[config.mk]
export PLATFORM = sky130hd
export DESIGN_NAME = zero_suppressed_sequence_decoder_core
export DESIGN_NICKNAME = d
export VERILOG_FILES = /design/src/hw/rtl/zssd_pkg.sv /design/src/hw/rtl/zero_suppressed_sequence_decoder_core.sv
export SDC_FILE = /design/constraint.sdc
export NUM_CORES = 1
export LEC_CHECK = 0
export BUFFER_PORTS_ARGS = -buffer_cell sky130_fd_sc_hd__buf_2
export CAP_MARGIN = 15
export CELL_PAD_IN_SITES_DETAIL_PLACEMENT = 1
export CELL_PAD_IN_SITES_GLOBAL_PLACEMENT = 2
export CORE_UTILIZATION = 42
export DETAILED_ROUTE_END_ITERATION = 8
export PLACE_DENSITY_LB_ADDON = 0.1
export SYNTH_ARGS = -nofsm -noshare
export SYNTH_HDL_FRONTEND = slang
export SYNTH_SLANG_ARGS = --single-unit
[constraint.sdc]
create_clock -name clk -period 11.8 [get_ports clk]
set_clock_uncertainty 0.05 [all_clocks]
set_input_delay 0.59 -clock clk [delete_from_list [all_inputs] [get_ports clk]]
set_output_delay 0.59 -clock clk [all_outputs]
set_load 0.03 [all_outputs]
[src/hw/rtl/zssd_pkg.sv]
// Package for the zero-suppressed sequence decoder.
// Holds the result kind codes, the result record type and shared constants.
// No dependencies.
package zssd_pkg;

	typedef enum logic [1:0] {
		KIND_RECORD    = 2'd0,
		KIND_NO_HEADER = 2'd1,
		KIND_ORDER     = 2'd2,
		KIND_RANGE     = 2'd3
	} kind_t;

	typedef struct packed {
		kind_t       kind;
		logic [6:0]  pad_row;
		logic [7:0]  pad_number;
		logic [9:0]  start_bin;
		logic [10:0] run_length;
		logic [19:0] adc_offset;
		logic [8:0]  seq_index;
		logic        last;
	} res_t;

	localparam logic [7:0]         PAD_END       = 8'hFF;
	localparam logic signed [11:0] LAST_BIN_INIT = -12'sd2;
	localparam logic [10:0]        LEN_MAX       = 11'h7FF;

	function automatic res_t make_res(kind_t k, logic [6:0] row, logic [7:0] pad,
			logic [9:0] start, logic [10:0] len, logic [19:0] off, logic [8:0] idx);
		res_t r;
		r.kind       = k;
		r.pad_row    = row;
		r.pad_number = pad;
		r.start_bin  = start;
		r.run_length = len;
		r.adc_offset = off;
		r.seq_index  = idx;
		r.last       = 1'b0;
		return r;
	endfunction

endpackage

[src/hw/rtl/zero_suppressed_sequence_decoder_core.sv]
// Zero-suppressed sequence decoder, top level.
// Input register, single-pass decode logic and a two-entry result pair register.
// Depends on zssd_pkg.
//
// Usage:
//   Input channel (in_valid / in_stall) carries one descriptor word per transaction,
//   with bank_start on the first word of a bank and bank_end on the last.
//   Output channel (out_valid / out_stall) carries result records and error
//   results; each input word yields zero, one or two results, the last one of a
//   word flagged by last.
// Path: a word is registered in the input register, then decoded into the result
//   pair register, from which its first result is presented on the output.
// Throughput: one word per cycle while each word yields at most one result and
//   the receiver does not stall; a word with two results holds back the next word
//   while the single output port drains the result pair register.
// Stall: when the receiver stalls, the held result and its fields stay put; at most one
//   more word is taken into the input register, then in_stall rises.
// Reset: arst_n clears all decode state and empties both registers; decoding
//   starts as if a bank had just begun.
module zero_suppressed_sequence_decoder_core #(
	parameter int NUM_ROWS = 64,
	parameter int MAX_PADS = 254
) (
	input  logic        clk,
	input  logic        arst_n,
	input  logic        in_valid,
	output logic        in_stall,
	input  logic [15:0] word,
	input  logic        bank_start,
	input  logic        bank_end,
	output logic        out_valid,
	input  logic        out_stall,
	output logic [1:0]  kind,
	output logic [6:0]  pad_row,
	output logic [7:0]  pad_number,
	output logic [9:0]  start_bin,
	output logic [10:0] run_length,
	output logic [19:0] adc_offset,
	output logic [8:0]  seq_index,
	output logic        last
);
	import zssd_pkg::*;

	localparam logic [6:0] ROW_MAX = 7'(NUM_ROWS);
	localparam logic [7:0] PAD_MAX = 8'(MAX_PADS);

	// input register
	logic        valid_s1;
	logic [15:0] word_s1;
	logic        bank_start_s1;
	logic        bank_end_s1;

	// decode state
	logic               header_seen_q;
	logic               stopped_q;
	logic [6:0]         cur_row_q;
	logic [7:0]         cur_pad_q;
	logic signed [11:0] last_bin_q;
	logic [9:0]         prev_start_q;
	logic               pend_valid_q;
	logic [9:0]         pend_start_q;
	logic [10:0]        pend_len_q;
	logic [19:0]        pend_off_q;
	logic [19:0]        adc_cnt_q;
	logic [8:0]         seq_cnt_q;

	// result pair register
	logic [1:0] res_cnt_q;
	res_t       res0_q;
	res_t       res1_q;

	// decode outputs
	logic               hs_c;
	logic               st_c;
	logic [6:0]         row_c;
	logic [7:0]         pad_c;
	logic signed [11:0] lb_c;
	logic [9:0]         ps_c;
	logic               pv_c;
	logic [9:0]         pst_c;
	logic [10:0]        pl_c;
	logic [19:0]        po_c;
	logic [19:0]        ac_c;
	logic [8:0]         sc_c;
	logic [1:0]         n_c;
	res_t               res_c [2];

	logic pop;
	logic can_load;
	logic adv_s1;

	assign pop      = (res_cnt_q != 2'd0) && !out_stall;
	assign can_load = (res_cnt_q == 2'd0) || ((res_cnt_q == 2'd1) && pop);
	assign adv_s1   = valid_s1 && can_load;
	assign in_stall = valid_s1 && !can_load;

	always_comb begin
		logic [9:0]         start;
		logic [4:0]         len;
		logic [6:0]         hrow;
		logic [7:0]         hpad;
		logic [11:0]        len_sum;
		logic signed [12:0] reach;
		logic               new_run;

		start   = word_s1[15:6];
		len     = word_s1[4:0];
		hrow    = word_s1[14:8];
		hpad    = word_s1[7:0];
		len_sum = '0;
		reach   = '0;
		new_run = 1'b0;
		n_c      = '0;
		res_c[0] = '0;
		res_c[1] = '0;

		hs_c  = header_seen_q;
		st_c  = stopped_q;
		row_c = cur_row_q;
		pad_c = cur_pad_q;
		lb_c  = last_bin_q;
		ps_c  = prev_start_q;
		pv_c  = pend_valid_q;
		pst_c = pend_start_q;
		pl_c  = pend_len_q;
		po_c  = pend_off_q;
		ac_c  = adc_cnt_q;
		sc_c  = seq_cnt_q;
		if (bank_start_s1) begin
			hs_c  = 1'b0;
			st_c  = 1'b0;
			row_c = '0;
			pad_c = '0;
			lb_c  = LAST_BIN_INIT;
			ps_c  = '0;
			pv_c  = 1'b0;
			pst_c = '0;
			pl_c  = '0;
			po_c  = '0;
			ac_c  = '0;
			sc_c  = '0;
		end

		if (!st_c) begin
			if (word_s1[15]) begin
				if (pv_c) begin
					res_c[n_c[0]] = make_res(KIND_RECORD, row_c, pad_c, pst_c, pl_c, po_c,
						sc_c - 9'd1);
					n_c  = n_c + 2'd1;
					pv_c = 1'b0;
				end
				if (hpad == PAD_END) begin
					st_c = 1'b1;
				end else if (hrow == 7'd0 || hrow > ROW_MAX || hpad == 8'd0 ||
						hpad > PAD_MAX) begin
					res_c[n_c[0]] = make_res(KIND_RANGE, hrow, hpad, '0, '0, '0, '0);
					n_c  = n_c + 2'd1;
					st_c = 1'b1;
				end else begin
					row_c = hrow;
					pad_c = hpad;
					hs_c  = 1'b1;
					ps_c  = '0;
					lb_c  = LAST_BIN_INIT;
					sc_c  = '0;
				end
			end else if (!hs_c) begin
				res_c[n_c[0]] = make_res(KIND_NO_HEADER, row_c, pad_c, '0, '0, '0, '0);
				n_c  = n_c + 2'd1;
				st_c = 1'b1;
				pv_c = 1'b0;
			end else if (pad_c == 8'd0 || pad_c > PAD_MAX) begin
				if (pv_c) begin
					res_c[n_c[0]] = make_res(KIND_RECORD, row_c, pad_c, pst_c, pl_c, po_c,
						sc_c - 9'd1);
					n_c = n_c + 2'd1;
				end
				res_c[n_c[0]] = make_res(KIND_RANGE, row_c, pad_c, '0, '0, '0, '0);
				n_c  = n_c + 2'd1;
				st_c = 1'b1;
				pv_c = 1'b0;
			end else if (start < ps_c) begin
				if (pv_c) begin
					res_c[n_c[0]] = make_res(KIND_RECORD, row_c, pad_c, pst_c, pl_c, po_c,
						sc_c - 9'd1);
					n_c = n_c + 2'd1;
				end
				res_c[n_c[0]] = make_res(KIND_ORDER, row_c, pad_c, start, '0, '0, '0);
				n_c  = n_c + 2'd1;
				st_c = 1'b1;
				pv_c = 1'b0;
			end else begin
				reach   = 13'(lb_c) + 13'sd1;
				new_run = !pv_c || ($signed({3'b000, start}) > reach);
				if (new_run) begin
					if (pv_c) begin
						res_c[n_c[0]] = make_res(KIND_RECORD, row_c, pad_c, pst_c, pl_c, po_c,
							sc_c - 9'd1);
						n_c = n_c + 2'd1;
					end
					pv_c  = 1'b1;
					pst_c = start;
					pl_c  = 11'(len);
					po_c  = ac_c;
					sc_c  = sc_c + 9'd1;
				end else begin
					len_sum = {1'b0, pl_c} + 12'(len);
					pl_c    = len_sum[11] ? LEN_MAX : len_sum[10:0];
				end
				ac_c = ac_c + 20'(len);
				lb_c = $signed({2'b00, start} + 12'(len) - 12'd1);
				ps_c = start;
				if (word_s1[5]) begin
					res_c[n_c[0]] = make_res(KIND_RECORD, row_c, pad_c, pst_c, pl_c, po_c,
						sc_c - 9'd1);
					n_c   = n_c + 2'd1;
					pv_c  = 1'b0;
					pad_c = pad_c + 8'd1;
					sc_c  = '0;
					lb_c  = LAST_BIN_INIT;
					ps_c  = '0;
				end
			end
		end

		if (bank_end_s1) begin
			if (pv_c) begin
				res_c[n_c[0]] = make_res(KIND_RECORD, row_c, pad_c, pst_c, pl_c, po_c,
					sc_c - 9'd1);
				n_c = n_c + 2'd1;
			end
			st_c = 1'b1;
			pv_c = 1'b0;
		end

		if (n_c == 2'd2) begin
			res_c[1].last = 1'b1;
		end else if (n_c == 2'd1) begin
			res_c[0].last = 1'b1;
		end
	end

	always_ff @(posedge clk or negedge arst_n) begin
		if (!arst_n) begin
			valid_s1 <= 1'b0;
		end else if (!in_stall) begin
			valid_s1 <= in_valid;
		end
	end

	always_ff @(posedge clk) begin
		if (in_valid && !in_stall) begin
			word_s1       <= word;
			bank_start_s1 <= bank_start;
			bank_end_s1   <= bank_end;
		end
	end

	always_ff @(posedge clk or negedge arst_n) begin
		if (!arst_n) begin
			header_seen_q <= 1'b0;
			stopped_q     <= 1'b0;
			cur_row_q     <= '0;
			cur_pad_q     <= '0;
			last_bin_q    <= LAST_BIN_INIT;
			prev_start_q  <= '0;
			pend_valid_q  <= 1'b0;
			pend_start_q  <= '0;
			pend_len_q    <= '0;
			pend_off_q    <= '0;
			adc_cnt_q     <= '0;
			seq_cnt_q     <= '0;
		end else if (adv_s1) begin
			header_seen_q <= hs_c;
			stopped_q     <= st_c;
			cur_row_q     <= row_c;
			cur_pad_q     <= pad_c;
			last_bin_q    <= lb_c;
			prev_start_q  <= ps_c;
			pend_valid_q  <= pv_c;
			pend_start_q  <= pst_c;
			pend_len_q    <= pl_c;
			pend_off_q    <= po_c;
			adc_cnt_q     <= ac_c;
			seq_cnt_q     <= sc_c;
		end
	end

	always_ff @(posedge clk or negedge arst_n) begin
		if (!arst_n) begin
			res_cnt_q <= '0;
		end else if (adv_s1) begin
			res_cnt_q <= n_c;
		end else if (pop) begin
			res_cnt_q <= res_cnt_q - 2'd1;
		end
	end

	always_ff @(posedge clk) begin
		if (adv_s1) begin
			res0_q <= res_c[0];
			res1_q <= res_c[1];
		end else if (pop) begin
			res0_q <= res1_q;
		end
	end

	assign out_valid  = (res_cnt_q != 2'd0);
	assign kind       = res0_q.kind;
	assign pad_row    = res0_q.pad_row;
	assign pad_number = res0_q.pad_number;
	assign start_bin  = res0_q.start_bin;
	assign run_length = res0_q.run_length;
	assign adc_offset = res0_q.adc_offset;
	assign seq_index  = res0_q.seq_index;
	assign last       = res0_q.last;

endmodule

==> results.cfg, run 1 <==
[run_status]
outcome = finished, final reports clean

[global_route]
gr-total-overflow = 0
antenna_found_initial = 0
grt_max_degree = 78
grt_pass1_wl_mm = 94.5
grt_pass1_vias = 15240
grtUsageTotal_pct = 30.2

[timing]
drv_slew = 0
period_minus_slack_ns = 6.55
fmax_ghz = 0.153
min_period_over_period_pct = 55.5
hold_violations = 0
worst_pin_slew_ns = 1.16
fin_setup_tns_ns = 0
rsz0062_at_grt = no
fin_ws_ns = 5.25
setup_viol = 0
relSlewSlack_pct = 23.0

[layout]
syn_to_final_growth_pct = 11.5
num-fill-cells = 4496
num_antenna_cells = 0
nets = 1941
drive_above_1_share_pct = 11.5

[floorplan]
pin_count = 92
placementRows = 72
die_area_mm2 = 0.0406
fp.dieW_um = 202
initial_utilization_pct = 43.0
die_h_um = 202
coreArea_mm2 = 0.0389

[synth]
ys_seq_elements = 267
synth_area_leader_cell = edfxtp_1
yosysWarningCount = 0
avgSynthCellArea_um2 = 9.11
ys_top_cells_by_area = edfxtp_1 (28%), dfrtp_1 (15%), nand2_1 (4.8%)
syn-cell-area_mm2 = 0.0167
ys_types = 86
synth_top_area_share_pct = 27.7
netlist_instances = 1835
synth_fp_nets = 1919
synthFlopType = edfxtp_1
synth_common_cells = nand2_1 (216), nor2_1 (177), edfxtp_1 (154), a21oi_1 (153), o21ai_0 (123)
ys_seq_area_share_pct = 44.7
async_flop_share_pct = 42.3
synth_most_common_cell = nand2_1
synth_edf_count = 154

[drt]
wl_mm = 60.7
vias = 15340
drtAntennaViolNets = 0
wl_per_cell_um = 25.3
dr.pass1.iters = 5
vias_per_cell = 6.39
drc = 0
drt_iter0_drc = 1205

[cts]
cts_tree = built
ctsLongestPathBuffers = 3
htree_levels = 2
post-cts-setup-buffer-count = 0
path_clk_slew_ns = 0.06
cts_num_sinks = 267
hold_buffers = 0
ctsRootBufferMaster = clkbuf_16
clk_latency_ns = 0.55
cts_resized = 0
cts_made_buffers = 35

[power_and_ir_drop]
leakagePower_nw = 7.22
powerDensity_mw_per_mm2 = 243
peakVddDrop_mv = 0.121

[worst_setup_path]
worstPathMaxFanout = 45
criticalPathCategory = reg -> reg
end_kind = register
cp.required_ns = 12.03
worstSetupStartpointType = register
crit_arrival_ns = 6.78

[placement]
post-dp-hpwl_mm = 39.5
placement.io_buffers = 91
post-place-ws_ns = 5.39
place_congestion = 0.886

[worst_hold_path]
worstHoldPathType = in -> async

[flow_run]
maxCapViolations = 0
==> logic make-up after synthesis <==
kind of cell	synth area share, %
fa+ha+maj	4.78
buf+inv	4.48
compound gates	25.9
mux	0.936
flops	44.7
simple gates	16.3
xor+xnor	3.03
==> cell type report <==
cell class	count	area (um2)	share of cell area [%]
Sequential cell	267	7470	40.0
Inverter	60	230	1.23
Clock inverter	18	104	0.557
Multi-Input combinational cell	1374	8540	45.8
Tap cell	518	648	3.48
Clock buffer	45	966	5.18
Timing Repair Buffer	119	686	3.68
==> placed cells by master (no fill, tap or decap), types with 13 or more instances in the layout <==
master / count
ha_1: 59
o22ai_1: 49
edfxtp_1: 154
buf_4: 28
a21o_1: 14
inv_1: 57
xor2_1: 23
nand3_1: 38
clkbuf_16: 38
a31oi_1: 30
a21oi_1: 152
nand2_1: 216
o21a_1: 49
o221ai_1: 44
nor2_1: 177
nor2b_1: 30
buf_2: 90
xnor2_1: 33
a22o_1: 36
nand4_1: 17
dfrtp_1: 102
nor3_1: 21
and3_1: 21
a221oi_1: 13
o21ai_0: 123
a22oi_1: 46
==> state kept, by name, summed over array words and instances, names as in the netlist, 11 cells and up <==
register	count
adc_cnt_q	20
adc_offset	20
last_bin_q	12
pend_len_q	11
pend_off_q	20
res1_q	68
run_length	11
word_s1	16
==> per-stage QoR <==
stage                     hold slack (ns)  total power, mW  utilization [%]  cell area [um2]  instances
final                               0.146             4.52             47.9            18600       2401
after global routing                0.143             4.77             47.9            18600       2401
after global placement              0.417             3.47             45.1            17500       2337
after detailed placement            0.424             3.51             45.1            17500       2337
after CTS                           0.141             4.54             47.8            18600       2400
after floorplan                     0.244             2.87                -            16700       1835
==> per-layer routing <==
metal / global-route usage, % / up-vias / share of wire, %
met5: 0 / - / 0
met4: 9.17 / 0 / 2.9
met3: 4.75 / 107 / 6.4
met2: 46.5 / 525 / 45
met1: 43.5 / 7822 / 46
li1: - / 6886 / -
==> where the power goes <==
| group | internal (mW) | leakage [nW] | total (mW) | switching [mW] |
|---|---|---|---|---|
| logic | 0.527 | 3.68 | 1.87 | 1.34 |
| registers | 1.42 | 3.01 | 1.64 | 0.219 |
| clock network | 0.597 | 0.522 | 1.02 | 0.419 |
| total | 2.55 | 7.22 | 4.52 | 1.98 |
==> critical path, cell delays in order, from the launching register on <==
cell and delay [ns]:
edfxtp_1 0.32, buf_4 0.40, inv_2 0.35, nand2_1 0.18, inv_1 0.06, ha_1 0.22, nand2_1 0.13, nor2_1 0.06
o32ai_1 0.27, ha_1 0.30, a41o_1 0.19, a221oi_1 0.48, a21boi_2 0.25, a21bo_2 0.32, nand2_1 0.21, inv_1 0.09
ha_1 0.28, nor3_1 0.18, o21a_1 0.25, o21a_1 0.75, nor2_1 0.21, buf_4 0.27, a221oi_1 0.37, nor2_1 0.07
==> worst paths after layout <==
path,start,end,slack [ns],cells after the start
setup / recovery,bank_start_s1,start_bin[2],5.25,23
hold / removal,arst_n,cur_row_q[5],0.15,1
setup reg to reg,bank_start_s1,start_bin[2],5.25,23
hold reg to reg,prev_start_q[8],prev_start_q[8],0.43,2
max in group asynchronous,arst_n,seq_cnt_q[8],10.19,2
min in group clk,word[10],word_s1[10],0.17,1
Power figures use the tool's default switching activity.
==> run 2, diff against run 1 <==
- CORE_UTILIZATION: 42 -> 36
- clock period: 11.8 -> 5.29 ns (I/O delays scaled with it)
==> run 2 against run 1 <==
Net effect:
- power grew 130%
- first-iteration DRC count shrank 6.9%
- global-route usage shrank 3.2 points
- largest power group unchanged
==> results.cfg, run 2 (same netlist as run 1, synthesis figures left out) <==
[run_status]
outcome = finished, final reports clean

[cts]
cts_tree = built
post-cts-setup-buffer-count = 0
cts_num_sinks = 267
cts_made_buffers = 35
ctsLongestPathBuffers = 3
htree_levels = 2
path_clk_slew_ns = 0.06
clk_latency_ns = 0.57
ctsRootBufferMaster = clkbuf_16

[worst_setup_path]
cp.required_ns = 5.55
criticalPathCategory = reg -> reg
cpMostUsedCell = ha_1
crit_chain = or2_2 > ha_1 > nand2_2 > nor2_1 > o32ai_1 > ha_1 > a41o_1 > a221oi_4 > a21boi_4 > a21bo_4 > nand2_4 > inv_1 > ha_1 > nor3_1 > o21a_1 > o21ai_4 > buf_12 > a21oi_1 > a31o_2 > a32oi_1 > a21oi_1
worstSetupStartpointType = register
crit_arrival_ns = 5.27
worstPathMaxFanout = 35
cp_slowest_cell = edfxtp_1
slowest_delay_ns = 0.47
end_kind = register

[floorplan]
die_area_mm2 = 0.0473
coreArea_mm2 = 0.0456
pin_count = 92
placementRows = 78
die_h_um = 217
initial_utilization_pct = 36.7
fp.dieW_um = 217

[flow_run]
maxCapViolations = 0

[power_and_ir_drop]
peakVddDrop_mv = 0.956
switchingPower_mw = 4.54
clkPwrFrac_pct = 23.5
p_int_mw = 5.88
comb_power_share_pct = 41.9
powerDensity_mw_per_mm2 = 539
totalPowerFinal_mw = 10.4
seqPwrFrac_pct = 34.7
switching_share_pct = 43.6
leakagePower_nw = 7.51

[timing]
period_minus_slack_ns = 5.02
rsz0062_at_grt = no
drv_slew = 0
fin_ws_ns = 0.274
hold-worst-slack_ns = 0.0881
setup_viol = 0
hold_violations = 0
worst_pin_slew_ns = 1.13
relSlewSlack_pct = 24.4
fmax_ghz = 0.199
min_period_over_period_pct = 94.8
fin_setup_tns_ns = 0

[placement]
post-place-ws_ns = 0.358
placed_cells = 2451
post-dp-hpwl_mm = 42.1
place_congestion = 0.864
placement.io_buffers = 91

[global_route]
gr-total-overflow = 0
grt_max_degree = 79
grt_pass1_vias = 15696
grtUsageTotal_pct = 27.0
antenna_found_initial = 0
grt_pass1_wl_mm = 96.8

[drt]
wl_per_cell_um = 24.9
wl_mm = 63.1
vias_per_cell = 5.97
drt_iter0_drc = 1122
drc = 0
dr.pass1.iters = 6
drtAntennaViolNets = 0
vias = 15129

[layout]
syn_to_final_growth_pct = 15.8
nets = 1992
seq_area_mm2 = 0.00747
final_common_cell = nand2_1
num-fill-cells = 5232
final_cells = 2534
multi_input_area_mm2 = 0.00859
top_register = res1_q
mostFrequentLayoutCells = nand2_1 (213), nor2_1 (176), edfxtp_1 (154), a21oi_1 (152), o21ai_0 (123)
num_antenna_cells = 0
drive_above_1_share_pct = 13.3
largest_reg_flops = 68

[worst_hold_path]
worstHoldPathType = in -> reg
-- run 2: area by class of cell --
class	count	area share, %
Multi-Input combinational cell	1374	44.4
Sequential cell	267	38.6
Timing Repair Buffer	170	6.01
Clock buffer	47	4.86
Tap cell	600	3.88
Inverter	60	1.19
Clock inverter	16	1.09
-- run 2: repair_timing --
item / 4_1_cts / 5_1_grt
resized for setup: 0 / 0
endpoints found under the hold margin: 66 / 0
hold buffers: 20 / 0
-- run 2: metal layers --
metal	GRT usage [%]	vias up	part of all wire, %
li1	-	6975	-
met1	37.6	7670	47
met2	42.5	394	45
met3	4.18	90	5.0
met4	8.90	0	2.9
met5	0	-	0
-- run 2: final timing paths --
path | from | to | slack, ns | depth (start not counted)
setup / recovery | bank_start_s1 | run_length[5] | 0.27 | 21
hold / removal | out_stall | res_cnt_q[0] | 0.09 | 4
setup reg to reg | bank_start_s1 | run_length[5] | 0.27 | 21
hold reg to reg | prev_start_q[8] | prev_start_q[8] | 0.43 | 2
max in group asynchronous | arst_n | pend_off_q[13] | 4.00 | 3
min in group asynchronous | arst_n | prev_start_q[8] | 0.27 | 2
-- run 2: critical path, delay by kind of cell (launching register included) --
kind | cells | cell delay, ns
flops | 1 | 0.47
compound gates | 11 | 2.46
simple gates | 5 | 0.64
fa+ha+maj | 3 | 0.80
buf+inv | 2 | 0.35
-- run 2: through the flow --
step | utilization [%] | instance area [um2]
2_1_floorplan | - | 16800
3_5_place_dp | 39.5 | 18000
6_report | 42.5 | 19400
4_1_cts | 42.5 | 19400
5_1_grt | 42.5 | 19400
3_3_place_gp | 39.5 | 18000
-- run 2: power by group through the flow --
stage | clock, mW | combinational, mW | sequential (mW)
after floorplan | 0 | 2.37 | 4.05
after global placement | 0 | 4.29 | 3.63
after detailed placement | 0 | 4.36 | 3.66
after CTS | 2.50 | 4.39 | 3.62
after global routing | 2.58 | 4.74 | 3.69
final | 2.45 | 4.37 | 3.62
==> run 3, diff against run 2 <==
- RECOVER_POWER: not set -> 100
==> run 3 against run 2 <==
Net effect:
- the run now ends with max-capacitance violations, max-slew violations left
- routed wire length rose by 0.34%
- worst setup slack improved by 0.019 ns
- sequential power barely moved
- clock-buffer cell count did not move
- power fell by 0.66%
- largest power group unchanged
- highest routed layer unchanged
==> results.cfg, run 3 (same netlist as run 1, synthesis figures left out) <==
[run_status]
outcome = finished, violations left
violations = max-capacitance violations, max-slew violations

[power_and_ir_drop]
clkPwrFrac_pct = 23.6
leakagePower_nw = 7.28
switchingPower_mw = 4.56
switching_share_pct = 44.0
comb_power_share_pct = 41.3
seqPwrFrac_pct = 35.0
p_int_mw = 5.80
peakVddDrop_mv = 0.905
powerDensity_mw_per_mm2 = 539

[global_route]
grt_pass1_vias = 15696
grtUsageTotal_pct = 27.0
grt_pass1_wl_mm = 96.8
grt_max_degree = 79
antenna_found_initial = 0
gr-total-overflow = 0

[worst_setup_path]
crit_end = run_length[5]
startpoint = bank_start_s1
crit_arrival_ns = 5.25
r2r_slack_ns = 0.29
criticalPathCategory = reg -> reg
cp.required_ns = 5.55
worstSetupStartpointType = register
reg2reg_to = run_length[5]
end_kind = register
ff2ff_path_depth = 21
worstPathMaxFanout = 35
slowest_delay_ns = 0.46
cpMostUsedCell = ha_1
critPathBufInv = 2
worstSetupPathDepth = 21
crit_chain = or2_2 > ha_1 > nand2_2 > nor2_1 > o32ai_1 > ha_1 > and2_0 > a221oi_4 > a21boi_4 > a21bo_4 > nand2_4 > inv_1 > ha_1 > nor3_1 > o21a_1 > o21ai_4 > buf_12 > a21oi_1 > a31o_2 > a32oi_1 > a21oi_1
critPathTopFamily = compound AO/OA/AOI/OAI gates
r2r_start = bank_start_s1
cp_slowest_cell = edfxtp_1

[placement]
place_congestion = 0.864
placement.io_buffers = 91
post-place-ws_ns = 0.358
placed_area_mm2 = 0.0180
placed_cells = 2451
post-dp-hpwl_mm = 42.1

[timing]
fin_setup_tns_ns = 0
hold_violations = 0
fin_ws_ns = 0.293
period_minus_slack_ns = 5.00
relSlewSlack_pct = -122
rsz0062_at_grt = no
min_period_over_period_pct = 94.5
setup_viol = 0
worst_pin_slew_ns = 3.33
fmax_ghz = 0.200
drv_slew = 123

[cts]
clk_latency_ns = 0.57
path_clk_slew_ns = 0.06
ctsLongestPathBuffers = 3
htree_levels = 2
ctsRootBufferMaster = clkbuf_16
cts_made_buffers = 35
cts_tree = built
cts_resized = 0
cts_num_sinks = 267

[layout]
num-fill-cells = 5244
mostFrequentLayoutCells = nand2_1 (213), nor2_1 (177), edfxtp_1 (154), a21oi_1 (152), o21ai_0 (123)
top_register = res1_q
drive_above_1_share_pct = 9.15
nets = 1992
largest_reg_flops = 68
syn_to_final_growth_pct = 15.0
final_cells = 2534
num_antenna_cells = 0
final_cell_area_mm2 = 0.0192
final_common_cell = nand2_1

[floorplan]
initial_utilization_pct = 36.7
die_area_mm2 = 0.0473
coreArea_mm2 = 0.0456
placementRows = 78
fp.dieW_um = 217
pin_count = 92
die_h_um = 217

[drt]
drc = 0
vias = 15149
wl_mm = 63.3
vias_per_cell = 5.98
dr.pass1.iters = 5
wl_per_cell_um = 25.0
drt_iter0_drc = 1194
drtAntennaViolNets = 0

[flow_run]
maxCapViolations = 3

[worst_hold_path]
worstHoldPathType = in -> reg
hold_depth = 4
[run 3: cell types whose count changed in the layout (fill, tap and decap cells not counted), moves of 2 or more]
| cell | change |
|---|---|
| buf_2 | -72 |
| clkbuf_1 | +76 |
| and2_1 | -2 |
| clkbuf_2 | +2 |
| and2_0 | +2 |
| buf_4 | -6 |
[run 3: worst min path at each step]
stage               startpoint              end  slack [ns]
floorplan               arst_n     adc_cnt_q[0]       -0.08
global placement        arst_n  prev_start_q[8]        0.35
detailed placement      arst_n  prev_start_q[8]        0.35
CTS                  out_stall     res_cnt_q[0]        0.05
global route         out_stall     res_cnt_q[0]        0.09
finish               out_stall     res_cnt_q[0]        0.09
[run 3: tightest hold or removal path, stage by stage]
cell and delay [ns]:
buf_2 0.09, nor2_1 0.06, xnor2_1 0.17, o21ai_0 0.07
[run 3: repair_timing]
action                     CTS  global route
hold buffers                20             0
hold endpoints to repair    66             0
setup endpoints to repair    0             0
buffers inserted             0             0
[run 3: per-stage QoR]
| stage | util [%] | power (mW) | hold slack (ns) |
|---|---|---|---|
| after CTS | 42.5 | 10.5 | 0.0502 |
| after global placement | 39.5 | 7.92 | 0.353 |
| after global routing | 42.2 | 10.9 | 0.0920 |
| final | 42.2 | 10.4 | 0.0874 |
| after floorplan | - | 6.42 | -0.0811 |
| after detailed placement | 39.5 | 8.01 | 0.348 |
[run 3: layer usage]
layer	vias up	part of all wire (%)	GRT usage (%)
li1	6984	-	-
met1	7694	47	37.6
met2	384	45	42.5
met3	87	4.8	4.18
met4	0	3.0	8.90
met5	-	0	0
[run 3: final cells by class]
cell class | count | area [um2] | share of cell area (%)
clock buffers | 47 | 941 | 4.89
clock inverters | 16 | 211 | 1.10
inverters | 60 | 230 | 1.20
multi-input cells | 1374 | 8570 | 44.6
flip-flops and latches | 267 | 7470 | 38.8
well taps | 600 | 751 | 3.91
repair buffers | 170 | 1050 | 5.48
[run 3: power groups by stage]
stage	logic (mW)	registers, mW	clock network (mW)
detailed placement	4.36	3.66	0
floorplan	2.37	4.05	0
finish	4.28	3.63	2.45
global placement	4.29	3.63	0
global route	4.65	3.70	2.58
CTS	4.39	3.62	2.50
